### src/hdl/fsubm_pkg.sv
// Shared types and constants for the first substring match block.
// Request payloads, register indexes and size defaults; no dependencies.
`timescale 1ns / 1ps

package fsubm_pkg;

    // Fixed field and register widths
    localparam int BYTE_W       = 8;
    localparam int PAT_BYTES    = 16;
    localparam int PAT_IDX_W    = 4;
    localparam int LEN_W        = 5;
    localparam int CFG_DATA_W   = 64;
    localparam int CFG_INDEX_W  = 2;
    localparam int POS_W        = 16;

    // Defaults for the top-level parameters
    localparam int PATTERN_MAX_DEFAULT = 16;
    localparam int TEXT_MAX_DEFAULT    = 65536;

    typedef enum logic [CFG_INDEX_W-1:0] {
        REG_PATTERN_LOW    = 2'd0,
        REG_PATTERN_HIGH   = 2'd1,
        REG_PATTERN_LENGTH = 2'd2
    } reg_index_t;

    typedef logic [PAT_BYTES-1:0][BYTE_W-1:0] pattern_bytes_t;

    typedef struct packed {
        logic [BYTE_W-1:0] text_byte;
        logic              has_byte;
        logic              last_item;
    } in_t;

    typedef struct packed {
        logic             found;
        logic [POS_W-1:0] match_position;
        logic             too_long;
    } out_t;

endpackage

### src/hdl/first_substring_match_top.sv
// Top level of the first substring match block: config registers, input
// register, stream state and result register. Depends on fsubm_pkg, fsubm_win_cmp.
`timescale 1ns / 1ps

// Searches a byte stream for a pattern of up to PATTERN_MAX bytes set through
// the config port (pattern_low, pattern_high, pattern_length). One request is
// taken per clock cycle while in_stall is low; it passes the input register
// and the window compare; one with last_item then loads the result register.
// Throughput is one byte per cycle, set by the parallel window compare, while
// output is not stalled. Only a request with last_item yields a result (found,
// 0-based start of the first occurrence, too_long); stream state then clears.
// Write the config registers only while no request is in flight.
module first_substring_match_top #(
    parameter int PATTERN_MAX = fsubm_pkg::PATTERN_MAX_DEFAULT,
    parameter int TEXT_MAX    = fsubm_pkg::TEXT_MAX_DEFAULT
) (
    input  logic                               clk,
    input  logic                               rst_n,
    input  logic                               cfg_write,
    input  logic [fsubm_pkg::CFG_INDEX_W-1:0]  cfg_index,
    input  logic [fsubm_pkg::CFG_DATA_W-1:0]   cfg_data,
    input  logic                               in_valid,
    output logic                               in_stall,
    input  fsubm_pkg::in_t                     in_data,
    output logic                               out_valid,
    input  logic                               out_stall,
    output fsubm_pkg::out_t                    out_data
);
    import fsubm_pkg::*;

    localparam int CNT_W = $clog2(TEXT_MAX + 1);
    localparam int CMP_W = (CNT_W > LEN_W) ? CNT_W : LEN_W;

    // Config registers
    logic [CFG_DATA_W-1:0] pattern_low_reg;
    logic [CFG_DATA_W-1:0] pattern_high_reg;
    logic [LEN_W-1:0]      pattern_length_reg;

    // Input register
    logic s1_valid_reg;
    in_t  s1_data_reg;

    // Stream state
    logic [PATTERN_MAX-1:0][BYTE_W-1:0] window_reg, window_next;
    logic [CNT_W-1:0]                   count_reg, count_next;
    logic                               hit_reg, hit_next;
    logic [POS_W-1:0]                   hit_pos_reg, hit_pos_next;
    logic                               ovf_reg, ovf_next;

    // Result register
    logic out_valid_reg;
    out_t out_data_reg, out_data_next;

    logic             out_free;
    logic             s1_adv;
    logic             in_take;
    logic [LEN_W-1:0] used_len;
    pattern_bytes_t   pattern;
    logic             win_match;
    logic             take_byte;
    logic [CMP_W-1:0] count_ext;
    logic [CMP_W-1:0] len_ext;
    logic [CMP_W-1:0] start_pos;

    // Handshake control
    assign out_free  = !out_valid_reg || !out_stall;
    assign s1_adv    = s1_valid_reg && (!s1_data_reg.last_item || out_free);
    assign in_stall  = s1_valid_reg && !s1_adv;
    assign in_take   = in_valid && !in_stall;
    assign out_valid = out_valid_reg;
    assign out_data  = out_data_reg;

    // Clamp the pattern length to the window depth
    assign used_len = (pattern_length_reg > LEN_W'(PATTERN_MAX)) ?
                      LEN_W'(PATTERN_MAX) : pattern_length_reg;
    assign pattern  = {pattern_high_reg, pattern_low_reg};

    // Shift the new byte into the window
    always_comb
    begin
        for (int j = 0; j < PATTERN_MAX; j++)
        begin
            if (j == 0)
            begin
                window_next[j] = s1_data_reg.text_byte;
            end
            else
            begin
                window_next[j] = window_reg[j-1];
            end
        end
    end

    fsubm_win_cmp #(
        .PATTERN_MAX (PATTERN_MAX)
    ) u_win_cmp (
        .window   (window_next),
        .pattern  (pattern),
        .used_len (used_len),
        .match    (win_match)
    );

    // Update stream state for the request in the input register
    always_comb
    begin
        take_byte = s1_data_reg.has_byte && (count_reg < CNT_W'(TEXT_MAX));
        count_ext = CMP_W'(count_reg) + CMP_W'(1);
        len_ext   = CMP_W'(used_len);
        start_pos = count_ext - len_ext;

        count_next   = count_reg;
        hit_next     = hit_reg;
        hit_pos_next = hit_pos_reg;
        ovf_next     = ovf_reg;

        if (s1_data_reg.has_byte && !take_byte)
        begin
            ovf_next = 1'b1;
        end
        if (take_byte)
        begin
            count_next = count_ext[CNT_W-1:0];
            if (!hit_reg && (used_len != '0) && (count_ext >= len_ext) && win_match)
            begin
                hit_next     = 1'b1;
                hit_pos_next = POS_W'(start_pos);
            end
        end

        out_data_next.too_long = ovf_next;
        if (used_len == '0)
        begin
            out_data_next.found          = 1'b1;
            out_data_next.match_position = '0;
        end
        else
        begin
            out_data_next.found          = hit_next;
            out_data_next.match_position = hit_next ? hit_pos_next : '0;
        end
    end

    // Config register writes
    always_ff @(posedge clk or negedge rst_n)
    begin
        if (!rst_n)
        begin
            pattern_low_reg    <= '0;
            pattern_high_reg   <= '0;
            pattern_length_reg <= '0;
        end
        else if (cfg_write)
        begin
            unique case (cfg_index)
                REG_PATTERN_LOW:    pattern_low_reg    <= cfg_data;
                REG_PATTERN_HIGH:   pattern_high_reg   <= cfg_data;
                REG_PATTERN_LENGTH: pattern_length_reg <= cfg_data[LEN_W-1:0];
                default:            ;
            endcase
        end
    end

    // Input register control
    always_ff @(posedge clk or negedge rst_n)
    begin
        if (!rst_n)
        begin
            s1_valid_reg <= 1'b0;
        end
        else if (in_take)
        begin
            s1_valid_reg <= 1'b1;
        end
        else if (s1_adv)
        begin
            s1_valid_reg <= 1'b0;
        end
    end

    // Input register payload
    always_ff @(posedge clk)
    begin
        if (in_take)
        begin
            s1_data_reg <= in_data;
        end
    end

    // Stream state: advance on each request, clear at the end of a text
    always_ff @(posedge clk or negedge rst_n)
    begin
        if (!rst_n)
        begin
            window_reg  <= '0;
            count_reg   <= '0;
            hit_reg     <= 1'b0;
            hit_pos_reg <= '0;
            ovf_reg     <= 1'b0;
        end
        else if (s1_adv)
        begin
            if (s1_data_reg.last_item)
            begin
                window_reg  <= '0;
                count_reg   <= '0;
                hit_reg     <= 1'b0;
                hit_pos_reg <= '0;
                ovf_reg     <= 1'b0;
            end
            else
            begin
                if (take_byte)
                begin
                    window_reg <= window_next;
                end
                count_reg   <= count_next;
                hit_reg     <= hit_next;
                hit_pos_reg <= hit_pos_next;
                ovf_reg     <= ovf_next;
            end
        end
    end

    // Result register control
    always_ff @(posedge clk or negedge rst_n)
    begin
        if (!rst_n)
        begin
            out_valid_reg <= 1'b0;
        end
        else if (s1_adv && s1_data_reg.last_item)
        begin
            out_valid_reg <= 1'b1;
        end
        else if (!out_stall)
        begin
            out_valid_reg <= 1'b0;
        end
    end

    // Result register payload
    always_ff @(posedge clk)
    begin
        if (s1_adv && s1_data_reg.last_item)
        begin
            out_data_reg <= out_data_next;
        end
    end

endmodule

### src/hdl/fsubm_win_cmp.sv
// Window compare: checks the newest used_len window bytes against the pattern.
// Depends on fsubm_pkg.
`timescale 1ns / 1ps

module fsubm_win_cmp #(
    parameter int PATTERN_MAX = fsubm_pkg::PATTERN_MAX_DEFAULT
) (
    input  logic [PATTERN_MAX-1:0][fsubm_pkg::BYTE_W-1:0] window,
    input  fsubm_pkg::pattern_bytes_t                     pattern,
    input  logic [fsubm_pkg::LEN_W-1:0]                   used_len,
    output logic                                          match
);
    import fsubm_pkg::*;

    // Window slot j (0 = newest) lines up with pattern byte used_len-1-j
    always_comb
    begin
        logic [LEN_W-1:0] diff;
        match = 1'b1;
        for (int j = 0; j < PATTERN_MAX; j++)
        begin
            diff = used_len - LEN_W'(j) - LEN_W'(1);
            if (LEN_W'(j) < used_len)
            begin
                if (window[j] != pattern[diff[PAT_IDX_W-1:0]])
                begin
                    match = 1'b0;
                end
            end
        end
    end

endmodule

### config.mk
export PLATFORM = sky130hd
export DESIGN_NAME = first_substring_match_top
export DESIGN_NICKNAME = d
export VERILOG_FILES = /design/src/hdl/fsubm_pkg.sv /design/src/hdl/first_substring_match_top.sv /design/src/hdl/fsubm_win_cmp.sv
export SDC_FILE = /design/constraint.sdc
export NUM_CORES = 1
export LEC_CHECK = 0
export BUFFER_PORTS_ARGS = -buffer_cell sky130_fd_sc_hd__buf_2
export CAP_MARGIN = 20
export CORE_MARGIN = 5
export CORE_UTILIZATION = 40
export DETAILED_ROUTE_END_ITERATION = 7
export PLACE_DENSITY = 0.57
export SLEW_MARGIN = 15
export SYNTH_ARGS = -nofsm -noshare
export SYNTH_HDL_FRONTEND = slang
export SYNTH_SLANG_ARGS = --single-unit
export TNS_END_PERCENT = 100
### constraint.sdc
create_clock -name clk -period 6.7 [get_ports clk]
set_input_delay 0.335 -clock clk [delete_from_list [all_inputs] [get_ports clk]]
set_output_delay 0.335 -clock clk [all_outputs]
set_load 0.01 [all_outputs]
# Yosys cells after proc, flatten, opt, wreduce, memory -nomap -nowiden
# Index checks and enable logic that the tools add are counted.
# Widths: inputs -> output; s select.
# word_totals
register_bits,318
output_inout_bits,20
# op_classes
n_addsub,32
order_cmp,35
n_eq_ne,19
mux,81
n_bitwise,1
n_reduce_logical,28
# ops
operator,count
$bmux 8 s4,16
$mux 120,2
$mux 8,16
$ne 8x8->1,16
$lt 4x5->1 const B,16
$sub 4x1->4 const B,16
$mux 16,3
$mux 1,41
$lt 4x5->1 const A,8
$mux 17,2
$sub 4x4->4 const B,8
$lt 3x5->1 const A,4
$add 17x1->17 const B,1
$ge 17x5->1,1
$lt 17x17->1 const B,1
$sub 16x5->16,1
$sub 4x3->4 const B,4
$lt 1x5->1 const A,2
$lt 2x5->1 const A,2
$logic_and 1x1->1,9
$reduce_and 2->1,4
$sub 4x2->4 const B,2
$logic_not 1->1,7
$gt 5x5->1 const B,1
11 further kinds,13

# Logic depth before layout (Yosys ltp)
# depth
ltp_word,43
ltp_mapped,25
ltp_nobuf,15

# Cells and area by module
# A second synthesis with hierarchy kept.
# unflattened
cells_unflattened,1795
hier_area_um2,22927.0
# modules_own_cells
mod,n_inst,cells_each,area_each_um2
first_substring_match_top,1,920,12806.0
fsubm_win_cmp,1,875,10121.0

# Worst setup path after synthesis
# OpenSTA, ideal clock, no wires.
# synth_path
path_kind,reg-to-reg
from,register pattern_length_reg[4]
to,register hit_pos_reg[10]
setup_time_ns,0.132
t_arrival_ns,5.597
t_required_ns,6.568
slack_ns,0.971
path_stages_with_launch,26
synth_period_minus_slack_ns,5.729
path_cell_list,dfrtp_1 > buf_2 > nand2b_1 > buf_2 > inv_1 > buf_2 > buf_1 > buf_1 > ha_1 > clkbuf_1 > clkbuf_1 > nand2_1 > a21oi_1 > clkbuf_1 > clkbuf_1 > mux2i_1 > mux2i_1 > xor2_1 > nor4_1 > a41oi_1 > a21oi_1 > o2111ai_1 > nor4_4 > buf_4 > mux2i_1 > o21ai_1
# synth_via
elab_chain_len,42
elab_cells_between_ends,137
classes_between,add/sub (31); order compare (18); eq/ne (16); mux (68); reduce/logical (4)
# synth_lines
element,line_no,source
start: declaration,first_substring_match_top.sv:37,logic [LEN_W-1:0] pattern_length_reg;
start signal: assignment,first_substring_match_top.sv:157,REG_PATTERN_LENGTH: pattern_length_reg <= cfg_data[LEN_W-1:0];
$gt 5x5->1,first_substring_match_top.sv:74,assign used_len = (pattern_length_reg > LEN_W'(PATTERN_MAX)) ?
$mux 5 (*),first_substring_match_top.sv:74,
branches (longest 37 deep; another with $sub 4x1->4),n/a,
$mux 16 (*),first_substring_match_top.sv:123,if (!hit_reg && (used_len != '0) && (count_ext >= len_ext) && win_match)
$mux 16 (*),first_substring_match_top.sv:120,if (take_byte)
$mux 16 (*),first_substring_match_top.sv:202,if (s1_data_reg.last_item)
end signal: assignment,first_substring_match_top.sv:218,hit_pos_reg <= hit_pos_next;
end: declaration,first_substring_match_top.sv:47,"logic [POS_W-1:0] hit_pos_reg, hit_pos_next;"
# Mark *: on every way between the ends. The select of a mux whose other input is x is not followed.
# A chain may end at the register's enable or synchronous reset.

# Worst setup path after layout
# layout_path
from,register pattern_length_reg[4]
to,register hit_pos_reg[0]
# The elaborated chain is that of the path after synthesis.

==> flow_metrics.py <==
metrics = {
    "timing": {
        "rsz0062_at_grt": "no",
        "relSlewSlack_pct": 11.6,
        "tns_ns": 0,
        "tightest_slew_ns": 1.33,
        "fin_ws_ns": 0.456,
        "max_freq_ghz": 0.160,
        "finalCriticalPeriod_ns": 6.24,
        "report.final.setup_viol": 0,
        "finalMaxSlewViolations": 0,
        "fin_skew_ns": 0.0225,
        "finalCritPeriodShare_pct": 93.2,
        "finalHoldViolCount": 0,
        "timing.hold.ws_ns": 0.0147,
    },
    "grt": {
        "grt_busiest_layer": "met1",
        "grt_pass1_wl_um": 145000,
        "met1_usage_pct": 44.4,
        "antenna_found_initial": 2,
        "grtUsageMet2_pct": 43.2,
        "grt-ovfl-total": 0,
        "grt_max_degree": 138,
        "grt_pass1_vias": 20418,
        "met3_usage_pct": 6.63,
        "track_usage_pct": 30.3,
    },
    "logic_synthesis": {
        "async_flop_share_pct": 91.2,
        "synth_top_area_share_pct": 30.3,
        "syn_nets": 2456,
        "postSynthAreaPerCell_um2": 10.1,
        "netlist_area_um2": 24000,
        "ys_types": 86,
        "synth-seq-cells": 318,
        "yosysWarnings": 0,
        "ys_seq_area_share_pct": 33.8,
        "synth_top_area_cell": "dfrtp_1",
        "synthCells": 2361,
        "synth_ff_type": "dfrtp_1",
        "yosys-top-cells-area": "dfrtp_1 30%, mux2i_1 14%, mux2_2 7.2%, mux4_2 6.8%, a22o_1 5.2%",
        "synth_edf_count": 28,
    },
    "setup_path": {
        "cp-startpoint": "pattern_length_reg[4]",
        "crit_chain": "nand2b_4, buf_4, buf_4, o22ai_1, a221oi_1, nand3_1, and2_1, o221a_2, a221o_1, a2111oi_0, a32oi_1, nor4_4, buf_12, nor3b_1, a221o_1",
        "reg2regPathDepth": 15,
        "worstPathRequired_ns": 7.15,
        "worstPathArrival_ns": 6.69,
        "r2r_start": "pattern_length_reg[4]",
        "rrSetupSlack_ns": 0.46,
        "critPathSlowestCell": "a221oi_1",
        "max_stage_delay_ns": 1.13,
        "cp_num_buf_inv": 3,
        "worstSetupEndpointType": "flop",
        "crit_family": "compound AO/OA/AOI/OAI gates",
        "crit_type": "reg -> reg",
        "start_kind": "flop",
        "critPathMaxFanout": 33,
        "rr_endpoint": "hit_pos_reg[0]",
    },
    "detailed_routing": {
        "dr.pass1.iters": 6,
        "drcViolationCount": 0,
        "routed_wl_um": 101000,
        "wl_per_cell_um": 31.0,
        "drtAntennaViolNets": 0,
        "drt_iter0_drc": 2783,
        "num_vias": 21378,
        "vias_per_cell": 6.60,
    },
    "pwr": {
        "p_switching_mw": 4.89,
        "pwr-share-clk_pct": 20.6,
        "p_total_mw": 10.5,
        "p_comb_share_pct": 55.2,
        "peakVddDrop_v": 0.000250,
        "power_density_nw_per_um2": 387,
        "power.leakage_nw": 11.7,
        "seqPwrFrac_pct": 24.2,
        "p_sw_share_pct": 46.5,
        "p_int_mw": 5.62,
    },
    "placed_design": {
        "pre_cts_ws_ns": 0.708,
        "globalplace.congestion": 1.06,
        "dpl.hpwl_um": 76600,
        "io_buffers": 100,
    },
    "flow_run": {
        "cap_violations": 0,
    },
    "clocking": {
        "clk_pin_slew_worst_paths_ns": 0.07,
        "cts.sinks": 318,
        "cts_tree": "done",
        "numCtsBuffers": 37,
        "worstSkewPairLatency_ns": 0.58,
        "clk_path_buf_depth": 3,
        "cts_root_buf": "clkbuf_16",
        "cts-htree-levels": 2,
        "cts_setup_buffers": 0,
    },
    "floorplanning": {
        "start_util_pct": 40.5,
        "io_pins": 101,
        "dieArea_um2": 64900,
        "dieWidth_um": 255,
        "coreArea_um2": 59100,
        "row_count": 89,
        "fp.dieH_um": 255,
    },
    "outcome": {
        "outcome": "finished, final reports clean",
    },
    "cells_and_area": {
        "largest_reg_flops": 120,
        "nNetsFinal": 2529,
        "syn2layout_area_growth_pct": 13.3,
        "layout-drive-gt1-share_pct": 21.4,
    },
    "min_path": {
        "hold_depth": 2,
        "whs_endpoint": "pattern_low_reg[16]",
        "hold_class": "in -> reg",
        "min_from": "cfg_data[16]",
    },
}
==> worst max-delay path by stage <==
stage / slack, ns / end / cells after the start
global placement: 0.68 / hit_pos_reg[1] / 15
global route: 0.34 / hit_pos_reg[4] / 15
floorplan: 0.97 / hit_pos_reg[10] / 25
detailed placement: 0.71 / hit_pos_reg[0] / 15
CTS: 0.70 / hit_pos_reg[0] / 15
finish: 0.46 / hit_pos_reg[0] / 15
==> logic make-up after synthesis <==
kind of cell	Yosys count	synth area share, %
XOR/XNOR	139	5.11
multiplexers	561	28.0
adder cells (fa/ha/maj)	15	0.804
buffers and inverters	214	3.64
flip-flops	318	33.8
AO/OA/AOI/OAI	546	16.8
AND/OR/NAND/NOR	568	11.8
==> repair_timing <==
| action | in CTS | in global routing |
|---|---|---|
| gates resized for setup | 0 | 0 |
| endpoints found under the hold margin | 148 | 3 |
| hold buffers | 36 | 2 |
==> synthesized netlist by cell type (7+ instances only) <==
master / number
o21ai_0: 82
mux2_2: 153
a211oi_1: 12
or3_1: 7
nand2_1: 207
and3_1: 17
dfrtp_1: 290
mux4_2: 72
a31o_2: 11
o211ai_1: 14
o2111ai_1: 12
nor2b_1: 16
nand2b_1: 10
buf_2: 36
nand4_1: 31
nor3_1: 20
xor2_1: 79
a21oi_1: 48
nand3_1: 44
o22ai_1: 45
a2bb2oi_1: 8
a22oi_1: 39
buf_1: 24
o221ai_1: 11
and2_1: 34
a221o_1: 8
o32ai_1: 7
edfxtp_1: 28
a31oi_1: 11
nor2_1: 101
ha_1: 13
o21ai_1: 16
nand3b_1: 9
nor4_1: 14
xnor2_1: 59
nor3b_1: 28
a32oi_1: 9
inv_1: 24
clkbuf_1: 119
a21o_1: 7
a221oi_1: 13
a22o_1: 143
mux2i_1: 335
==> power by group through the flow <==
stage                     sequential [mW]  clock [mW]  combinational, mW
after detailed placement             2.55           0               5.57
after floorplan                      2.37           0               3.59
final                                2.54        2.16               5.80
after CTS                            2.52        2.21               5.60
after global routing                 2.56        2.29               6.02
after global placement               2.55           0               5.58
==> through the flow <==
stage | utilization (%) | area (um^2) | std cells
6_report | 45.9 | 27100 | 3238
5_1_grt | 45.9 | 27100 | 3236
4_1_cts | 45.9 | 27100 | 3234
3_5_place_dp | 43.1 | 25500 | 3130
3_3_place_gp | 43.1 | 25500 | 3129
2_1_floorplan | - | 24000 | 2361
==> layer usage <==
metal / wire length (um) / vias to the layer above / share of wire [%]
met5: 11 / - / 0.011
met4: 5100 / 2 / 5.1
met3: 9540 / 216 / 9.5
met2: 42100 / 1216 / 42
met1: 43800 / 10792 / 44
li1: - / 9152 / -
==> cell type report <==
| class | count | area [um^2] |
|---|---|---|
| fillers | 5588 | 32000 |
| multi-input cells | 1829 | 15100 |
| flip-flops and latches | 318 | 8100 |
| repair buffers | 220 | 1570 |
| clock buffers | 46 | 1020 |
| well taps | 773 | 967 |
| clock inverters | 22 | 275 |
| inverters | 28 | 105 |
| diodes | 2 | 5.00 |
==> cells in the final DEF (no fill, tap or decap), drive strengths merged, types with 12 or more instances in the layout <==
| cell | netlist | final |
|---|---|---|
| nor3b | 28 | 28 |
| ha | 13 | 13 |
| nor4 | 16 | 16 |
| inv | 27 | 28 |
| nor3 | 20 | 20 |
| and2 | 35 | 35 |
| clkbuf | 120 | 46 |
| a221oi | 13 | 13 |
| nand4 | 31 | 31 |
| nand2 | 207 | 207 |
| edfxtp | 28 | 28 |
| a22o | 143 | 143 |
| nor2 | 102 | 102 |
| dlygate4sd3 | 0 | 38 |
| o21ai | 98 | 98 |
| nand3 | 44 | 44 |
| o22ai | 45 | 45 |
| mux2 | 153 | 153 |
| dfrtp | 290 | 290 |
| clkinv | 1 | 13 |
| xnor2 | 60 | 60 |
| a21oi | 48 | 48 |
| nor2b | 16 | 16 |
| a22oi | 39 | 39 |
| mux4 | 72 | 72 |
| buf | 66 | 182 |
| xor2 | 79 | 79 |
| a211oi | 12 | 12 |
| and3 | 17 | 17 |
| o211ai | 14 | 14 |
| mux2i | 336 | 336 |
| o2111ai | 12 | 12 |
No activity file was read; power rests on OpenSTA's default activity.
